## config.mk

```make
export PLATFORM = sky130hd
export DESIGN_NAME = gne_divider
export DESIGN_NICKNAME = d
export VERILOG_FILES = /design/src/hdl/gne_pkg.sv /design/src/hdl/gne_divider.sv
export SDC_FILE = /design/constraint.sdc
export NUM_CORES = 1
export LEC_CHECK = 0
export ABC_AREA = 1
export BUFFER_PORTS_ARGS = -buffer_cell sky130_fd_sc_hd__buf_2
export CAP_MARGIN = 30
export CORE_UTILIZATION = 30
export CTS_CLUSTER_DIAMETER = 100
export CTS_CLUSTER_SIZE = 24
export DETAILED_ROUTE_END_ITERATION = 7
export PLACE_DENSITY = 0.59
export SYNTH_ARGS = -nofsm -noshare
export SYNTH_HDL_FRONTEND = slang
export SYNTH_SLANG_ARGS = --single-unit
```

## constraint.sdc

```tcl
create_clock -name clk -period 7.25 [get_ports clk]
set_clock_uncertainty 0.2 [all_clocks]
set_input_delay 0.3625 -clock clk [delete_from_list [all_inputs] [get_ports clk]]
set_output_delay 0.3625 -clock clk [all_outputs]
set_load 0.1 [all_outputs]
```

## src/hdl/gne_pkg.sv

```systemverilog
// shared types, constants and tables of the grid neighbor expander
package gne_pkg;

  // grid limits
  localparam int MAX_WIDTH  = 256;
  localparam int MAX_HEIGHT = 256;

  // field widths
  localparam int NODE_W    = 16;
  localparam int COST_W    = 15;
  localparam int CFG_DIM_W = 9;
  localparam int CFG_IDX_W = 2;
  localparam int MAP_DEPTH = 1 << NODE_W;

  // widths that follow from the grid limits and the node width
  localparam int W_BITS   = $clog2(MAX_WIDTH + 1);
  localparam int H_BITS   = $clog2(MAX_HEIGHT + 1);
  localparam int REM_W    = W_BITS + 1;
  localparam int ID_EXT_W = NODE_W + 1;

  // divider: two quotient bits per cycle
  localparam int DIV_STEPS = 2;
  localparam int DIV_ITERS = NODE_W / DIV_STEPS;
  localparam int DIV_CNT_W = $clog2(DIV_ITERS);

  // neighbor list: left, right, up, down, up-left, down-left, up-right, down-right
  localparam int NB_COUNT    = 8;
  localparam int NB_IDX_W    = 3;
  localparam int ORTHO_COUNT = 4;
  localparam int DIAG_COUNT  = 4;
  localparam logic signed [1:0] NB_DX [NB_COUNT] =
    '{-2'sd1, 2'sd1, 2'sd0, 2'sd0, -2'sd1, -2'sd1, 2'sd1, 2'sd1};
  localparam logic signed [1:0] NB_DY [NB_COUNT] =
    '{2'sd0, 2'sd0, -2'sd1, 2'sd1, -2'sd1, 2'sd1, -2'sd1, 2'sd1};
  // orthogonal cells beside each diagonal (horizontal one, vertical one)
  localparam logic [NB_IDX_W-1:0] DIAG_SIDE_X [DIAG_COUNT] = '{3'd0, 3'd0, 3'd1, 3'd1};
  localparam logic [NB_IDX_W-1:0] DIAG_SIDE_Y [DIAG_COUNT] = '{3'd2, 3'd3, 3'd2, 3'd3};

  // move costs, unsigned Q1.14
  localparam logic [COST_W-1:0] COST_ORTHO = 15'd16384;
  localparam logic [COST_W-1:0] COST_DIAG  = 15'd23170;

  // commands
  localparam logic CMD_WRITE  = 1'b0;
  localparam logic CMD_EXPAND = 1'b1;

  // register indexes
  localparam logic [CFG_IDX_W-1:0] REG_MAP_WIDTH  = 2'd0;
  localparam logic [CFG_IDX_W-1:0] REG_MAP_HEIGHT = 2'd1;
  localparam logic [CFG_IDX_W-1:0] REG_EIGHT_CONN = 2'd2;

  typedef enum logic [2:0] {
    ST_IDLE,
    ST_DIV,
    ST_READ,
    ST_SETTLE,
    ST_EMIT
  } state_t;

  typedef struct packed {
    logic [NODE_W-1:0] quot;
    logic [W_BITS-1:0] rem;
  } div_result_t;

endpackage

```

## src/hdl/gne_divider.sv

```systemverilog
// iterative restoring divider, splits a node id into row and column
module gne_divider (
  input  logic                       clk,
  input  logic                       rst,
  input  logic                       start,
  input  logic [gne_pkg::NODE_W-1:0] dividend,
  input  logic [gne_pkg::W_BITS-1:0] divisor,
  output logic                       done,
  output gne_pkg::div_result_t       result
);
  import gne_pkg::*;

  logic                 busy;
  logic [DIV_CNT_W-1:0] cnt;
  logic [REM_W-1:0]     rem;
  logic [NODE_W-1:0]    quo;
  logic [W_BITS-1:0]    dvs;
  logic [REM_W-1:0]     rem_next;
  logic [NODE_W-1:0]    quo_next;

  // two restoring steps per cycle
  always_comb begin
    rem_next = rem;
    quo_next = quo;
    for (int i = 0; i < DIV_STEPS; i++) begin
      rem_next = {rem_next[REM_W-2:0], quo_next[NODE_W-1]};
      quo_next = {quo_next[NODE_W-2:0], 1'b0};
      if (rem_next >= {1'b0, dvs}) begin
        rem_next    = rem_next - {1'b0, dvs};
        quo_next[0] = 1'b1;
      end
    end
  end

  always_ff @(posedge clk) begin
    if (rst) begin
      busy <= 1'b0;
      done <= 1'b0;
      cnt  <= '0;
    end else begin
      done <= 1'b0;
      if (start) begin
        busy <= 1'b1;
        cnt  <= '0;
        quo  <= dividend;
        rem  <= '0;
        dvs  <= divisor;
      end else if (busy) begin
        quo <= quo_next;
        rem <= rem_next;
        cnt <= cnt + 1'b1;
        if (cnt == DIV_CNT_W'(DIV_ITERS - 1)) begin
          busy <= 1'b0;
          done <= 1'b1;
        end
      end
    end
  end

  assign result.quot = quo;
  assign result.rem  = rem[W_BITS-1:0];

endmodule

```

==> out/qor.csv, run 1 <==
stage,metric,value,unit
clocking,clk buf depth,2,
finish,# fillers,895,
timing,fmax,264,MHz
routing,routed vias,2215,
critical_path,CP Launch Point,quo[15],
global_routing,first-pass GRT wire length,10000,microns
floorplan,chip height,95.4,microns
finish,"Core Util, Final",37.0,%
routing,post-route ant nets,0,
finish,share of cells above drive strength 1,21.6,%
power,sw frac,54.2,%
power,Psw,780,uW
synth,net count after synthesis,373,
timing,max-slew violations,0,
critical_path,worst r2r src,quo[15],
floorplan,starting density of the core,31.4,%
power,VDD IR max,0.151,mV
timing,Final Cycle Share,52.1,%
timing,final hold viol count,0,
synth,Yosys reg bits,39,
timing,unrepaired setup endpoints after global routing,no,
timing,Finish-stage setup viols,0,
clocking,Post-CTS Setup Bufs,0,
synth,register area share after synthesis,42.9,%
clocking,clk slew on worst S/H paths,80,ps
critical_path,"Critical Path, Cell by Cell",inv_1 -> ha_1 -> inv_1 -> fa_1 -> nand2_1 -> nand3_2 -> nand2_2 -> nand2_2 -> inv_2 -> o21ai_2 -> fa_1 -> nand3_1 -> nand3_1 -> nand2_1 -> nand2_1 -> a21oi_2 -> nand3_4 -> nor2_2 -> nor2_1,
clocking,Num CTS Buffers,5,
routing,DR DRC count,0,
critical_path,Reg2Reg Setup Slack,3470,ps
clocking,TritonCTS clock tree,yes,
synth,asr flop ratio synth,0,%
timing,minimum clock period,3780,ps
finish,P&R area growth vs syn,18.0,%
routing,drt wl/cell,12.4,microns
timing,Final TNS setup,0,ps
floorplan,Ports,54,
global_routing,GRT Overall Usage,14.4,%
critical_path,Max Fanout on Critical Path,14,
synth,largest area contributor in the netlist,edfxtp_1,
power,power per cell area,466,mW/mm^2
critical_path,critical path class,flip-flop to flip-flop,
global_routing,initial antenna violation count,0,
global_routing,vias in the first global route,2162,
floorplan,DIE AREA,0.00909,sq mm
synth,synthesis warning total,0,
finish,nets,428,
power,leak pwr,1.55,nW
critical_path,crit path max-delay cell type,fa_1,
synth,cell area after synthesis,0.00262,sq mm
critical_path,Arrival @ worst endpoint,3620,ps
floorplan,die width,95.4,microns
clocking,post-cts resize count,0,
synth,Yosys cell types,32,
run,Max Cap Viol,0,
floorplan,core area,0.00834,sq mm
clocking,CTS Sinks,39,
critical_path,RR Endpoint,quo[0],
timing,Hold Worst Slack,39.9,ps
critical_path,Crit. End Element,flip-flop,
critical_path,Worst Setup EP,quo[0],
routing,drt pass-1 iters,4,
routing,violation count after the first detailed-routing iteration,100,
finish,n_diodes,0,
routing,Via density,4.58,
critical_path,crit-path max cell delay,450,ps
place,post-detail-place hpwl,4780,microns
clocking,Post-CTS Hold Buffers,0,
place,gpl congestion,0.889,
critical_path,r2r worst-path depth,19,
synth,Synth top cells by count,"120 x nand2_1, 40 x inv_1, 34 x edfxtp_1, 23 x nor2_1, 20 x ha_1",
critical_path,Critical Path RT,7090,ps
global_routing,grt total ovfl,0,
power,Clock power frac,10.1,%
worst_hold_path,HP Class,input port to flip-flop,
outcome,status,"finished, final reports clean",
synth,Syn Inst Count,323,
floorplan,# rows,33,
synth,synth top area cells,"edfxtp_1 39%, nand2_1 17%, ha_1 9.6%",
timing,Slew headroom,44.2,%
synth,area share of the largest cell type after synthesis,39.0,%
power,P_int,659,uW
timing,Slew @ Worst Pin,834,ps
global_routing,largest net degree at the start of global routing,27,
critical_path,"Top cell by count, worst path",nand2_1,
synth,Post-synth top flop,edfxtp_1,
synth,Post-synth EDFFs,34,
clocking,clk_lat worst skew,290,ps
routing,Post-Route WL,6000,microns
synth,most common cell in the synthesized netlist,nand2_1,
place,PortBufs,53,
clocking,H-tree depth,2,
power,sequential power share,22.8,%
synth,syn_area_per_cell,8.10,sq um
clocking,clk root buf,clkbuf_8,
critical_path,Worst setup SP type,flip-flop,
power,combinational power share,67.1,%
==> state kept, by name (all words and copies together) (netlist names) <==
signal	count
rem	9
busy	1
cnt	3
dvs	9
done	1
quo	16
==> placed cells by master (no fill, tap or decap), types with 3 or more instances in the layout <==
cell      instances
nand2_2           6
a21oi_1          10
nand3_1          14
nand2_1         120
inv_1            40
edfxtp_1         34
nor2_2            3
xnor2_1           7
ha_1             20
dfxtp_1           5
nor2_1           23
o21ai_2           4
clkbuf_8          5
buf_2            53
nand4_1           7
o21ai_0           4
==> per-layer routing <==
layer	up-vias	GRT usage, %	routed length [microns]	share of wire, %
met3	6	3.35	416	6.9
met1	996	19.1	2880	48
li1	1155	-	-	-
met5	-	0	0	0
met4	0	3.79	68	1.1
met2	58	23.3	2630	44
==> per-stage QoR <==
stage	cell area (sq um)	std cells	power, mW	setup slack, ps
4_1_cts	3060	483	1.44	3470
3_5_place_dp	2970	475	1.29	3490
3_3_place_gp	2970	475	1.28	3620
2_1_floorplan	2620	323	1.14	3240
5_1_grt	3090	484	1.56	3140
6_report	3090	484	1.44	3470
==> critical path, delay by kind of cell (launching register included) <==
kind | cells | cell delay (ps)
and+or+nand+nor | 11 | 1220
AOI/OAI and AO/OA | 2 | 320
adders and majority gates | 3 | 1010
buffers and inverters | 3 | 380
DFF | 1 | 410
==> worst min path at each step <==
stage | startpoint | to | slack, ps | depth (start not counted)
finish | divisor[1] | dvs[1] | 40 | 1
global route | divisor[7] | dvs[7] | 20 | 1
CTS | divisor[6] | dvs[6] | 30 | 1
detailed placement | cnt[1] | cnt[1] | 270 | 2
global placement | cnt[2] | cnt[2] | 250 | 2
floorplan | cnt[1] | cnt[1] | 240 | 2
==> final cells by class <==
class                   instances  area, sq um  share of cell area (%)
clock inverters                 3         20.0                   0.649
repair buffers                 54          293                    9.49
inverters                      42          158                    5.11
flip-flops and latches         39         1120                    36.3
well taps                     105          131                    4.26
clock buffers                   5         68.8                    2.23
multi-input cells             236         1290                    42.0
==> cell families (layout without fill, tap and decap cells) <==
family | after synthesis | count (layout) | share of synthesized area (%)
and+or+nand+nor | 181 | 181 | 29.8
buffers and inverters | 48 | 104 | 7.61
AOI/OAI and AO/OA | 25 | 25 | 5.98
xor gates and xnor gates | 8 | 8 | 2.68
adders and majority gates | 22 | 22 | 11.1
DFF | 39 | 39 | 42.9
==> power by group through the flow <==
stage | registers (mW) | logic (mW) | clock network, mW
global route | 0.332 | 1.07 | 0.158
CTS | 0.328 | 0.958 | 0.151
floorplan | 0.525 | 0.614 | 0
detailed placement | 0.332 | 0.955 | 0
global placement | 0.333 | 0.950 | 0
finish | 0.327 | 0.966 | 0.146
(Power assumes the default switching activity.)
==> run 2: changes to the inputs <==
- clock period: 7.25 -> 3.6 ns (I/O delays scaled with it)
==> run 2 against run 1 <==
Total power is 140% higher. Sequential power up 100%. Clock power increased to 2.6 times the previous value. Core utilization up 7.9 points. Wire length rose by 15%. Sequential cell count unchanged. Sequential share of layout area shrank 6.4 points. Final cell count grew 8.1%. Worst setup slack got worse by 3300 ps. Critical path type unchanged.
==> out/qor.csv, run 2 (same netlist as run 1, synthesis figures left out) <==
stage,metric,value,unit,change
outcome,status,"finished, final reports clean",,unchanged
run,Max Cap Viol,0,,unchanged
finish,"commonest non-fill, non-tap cell in the layout",nand2_1,,unchanged
routing,drt wl/cell,13.2,microns,was 12.4 microns
finish,n_diodes,0,,unchanged
finish,most used cells in the layout excluding fill and tap cells,"115 x nand2_1, 53 x buf_2, 37 x inv_1",,"was 120 x nand2_1, 53 x buf_2, 40 x inv_1"
clocking,clk buf depth,2,,unchanged
global_routing,grt total ovfl,0,,unchanged
global_routing,first-pass GRT wire length,11000,microns,was 10000 microns
power,Pwr Total,3.51,mW,was 1.44 mW
clocking,TritonCTS clock tree,yes,,unchanged
critical_path,CP Launch Point,quo[15],,unchanged
floorplan,starting density of the core,31.4,%,unchanged
floorplan,DIE AREA,0.00909,sq mm,unchanged
timing,minimum clock period,3450,ps,was 3780 ps
clocking,clk_lat worst skew,300,ps,was 290 ps
timing,Slew @ Worst Pin,878,ps,was 834 ps
floorplan,core area,0.00834,sq mm,unchanged
timing,max-slew violations,0,,unchanged
global_routing,largest net degree at the start of global routing,26,,was 27
finish,max FFs per register,16,,unchanged
critical_path,critical path class,flip-flop to flip-flop,,unchanged
routing,routed vias,2411,,was 2215
critical_path,worst r2r src,quo[15],,unchanged
finish,P&R area growth vs syn,43.3,%,was 18.0%
worst_hold_path,HP Class,input port to flip-flop,,unchanged
critical_path,Arrival @ worst endpoint,3300,ps,was 3620 ps
timing,fmax,290,MHz,was 264 MHz
power,power per cell area,938,mW/mm^2,was 466 mW/mm^2
floorplan,Ports,54,,unchanged
timing,Slew headroom,41.3,%,was 44.2%
timing,Final Cycle Share,95.8,%,was 52.1%
routing,Post-Route WL,6930,microns,was 6000 microns
timing,final hold viol count,0,,unchanged
timing,unrepaired setup endpoints after global routing,yes,,was no
routing,DR DRC count,0,,unchanged
place,post-detail-place hpwl,4940,microns,was 4780 microns
timing,Finish-stage setup viols,0,,unchanged
clocking,CTS Sinks,39,,unchanged
worst_hold_path,Hold Crit Start,dividend[1],,was divisor[1]
place,gpl congestion,0.855,,was 0.889
global_routing,vias in the first global route,2409,,was 2162
clocking,clk slew on worst S/H paths,90,ps,was 80 ps
finish,register area,0.00112,sq mm,unchanged
critical_path,Worst setup SP type,flip-flop,,unchanged
global_routing,initial antenna violation count,0,,unchanged
finish,nets,467,,was 428
place,PortBufs,53,,unchanged
finish,"Core Util, Final",44.9,%,was 37.0%
critical_path,Max Fanout on Critical Path,7,,was 14
finish,share of cells above drive strength 1,30.4,%,was 21.6%
critical_path,Crit. End Element,flip-flop,,unchanged
finish,Top Registers,"quo (16), dvs (9), rem (9)",,unchanged
power,leak pwr,1.75,nW,was 1.55 nW
routing,drt pass-1 iters,4,,unchanged
power,VDD IR max,0.327,mV,was 0.151 mV
floorplan,chip height,95.4,microns,unchanged
global_routing,GRT Overall Usage,15.9,%,was 14.4%
floorplan,die width,95.4,microns,unchanged
routing,Via density,4.61,,was 4.58
clocking,clk root buf,clkbuf_8,,unchanged
finish,area of the multi-input gates,0.00155,sq mm,was 0.00129 sq mm
routing,post-route ant nets,0,,unchanged
floorplan,# rows,33,,unchanged
finish,# fillers,815,,was 895
clocking,H-tree depth,2,,unchanged
critical_path,Critical Path RT,3450,ps,was 7090 ps
routing,violation count after the first detailed-routing iteration,139,,was 100
clocking,Num CTS Buffers,5,,unchanged
finish,Biggest register,quo,,unchanged
[run 2: layout make-up]
type | instances | area share (%)
Multi-Input combinational cell | 237 | 41.5
Inverter | 42 | 4.41
Sequential cell | 39 | 29.9
Clock inverter | 3 | 1.27
Timing Repair Buffer | 92 | 17.6
Clock buffer | 5 | 1.84
Tap cell | 105 | 3.51
[run 2: metrics by stage]
step | instances | setup WS, ps | hold slack, ps | cell area [sq um] | setup TNS (ps)
final | 523 | 149 | 2.90 | 3750 | 0
after global routing | 523 | -25.4 | 37.5 | 3750 | -57.4
after detailed placement | 480 | -10.9 | 159 | 3150 | -12.4
after global placement | 480 | 121 | 159 | 3150 | 0
after CTS | 512 | 50.5 | 2.35 | 3510 | 0
after floorplan | 323 | -215 | 78.9 | 2760 | -1820
[run 2: path summary, 6_finish.rpt]
| path | end | slack [ps] | cells past startpoint |
|---|---|---|---|
| worst max-delay path | quo[0] | 150 | 22 |
| worst min-delay path | quo[1] | 3 | 3 |
| worst max register to register | quo[0] | 150 | 22 |
| worst min register to register | cnt[1] | 270 | 2 |
[run 2: critical path, cell delays in order, from the launching register on]
cell and delay [ps]:
edfxtp_1 420, inv_2 90, ha_4 130, inv_4 40, fa_2 410, nand2_2 80, nand3_2 80, nand2_2 100
nand2_4 80, clkinv_4 80, buf_8 130, nand2_4 40, nand2_2 70, inv_1 60, ha_4 230, nand2_2 70
inv_1 50, a21oi_2 140, nand2_2 90, a21oi_4 210, nand3_4 150, nor2_4 190, nor2_1 60
[run 2: power breakdown]
part | total (mW) | switching, mW | internal (mW)
logic | 2.46 | 1.54 | 0.919
clock network | 0.385 | 0.175 | 0.210
registers | 0.667 | 0.0636 | 0.603
[run 2: timing repair]
action / CTS / global route
pin swaps: 0 / 11
hold buffers: 24 / 0
cloned: 0 / 1
hold endpoints to repair: 24 / 0
setup buffers: 0 / 9
resized for setup: 1 / 23
setup endpoints to repair: 4 / 10
[run 2: per-layer routing]
metal,GRT usage (%),wire length (microns),vias up
li1,-,-,1235
met1,20.5,3230,1097
met2,26.3,3240,71
met3,3.43,376,8
met4,5.30,78,0
met5,0,0,-
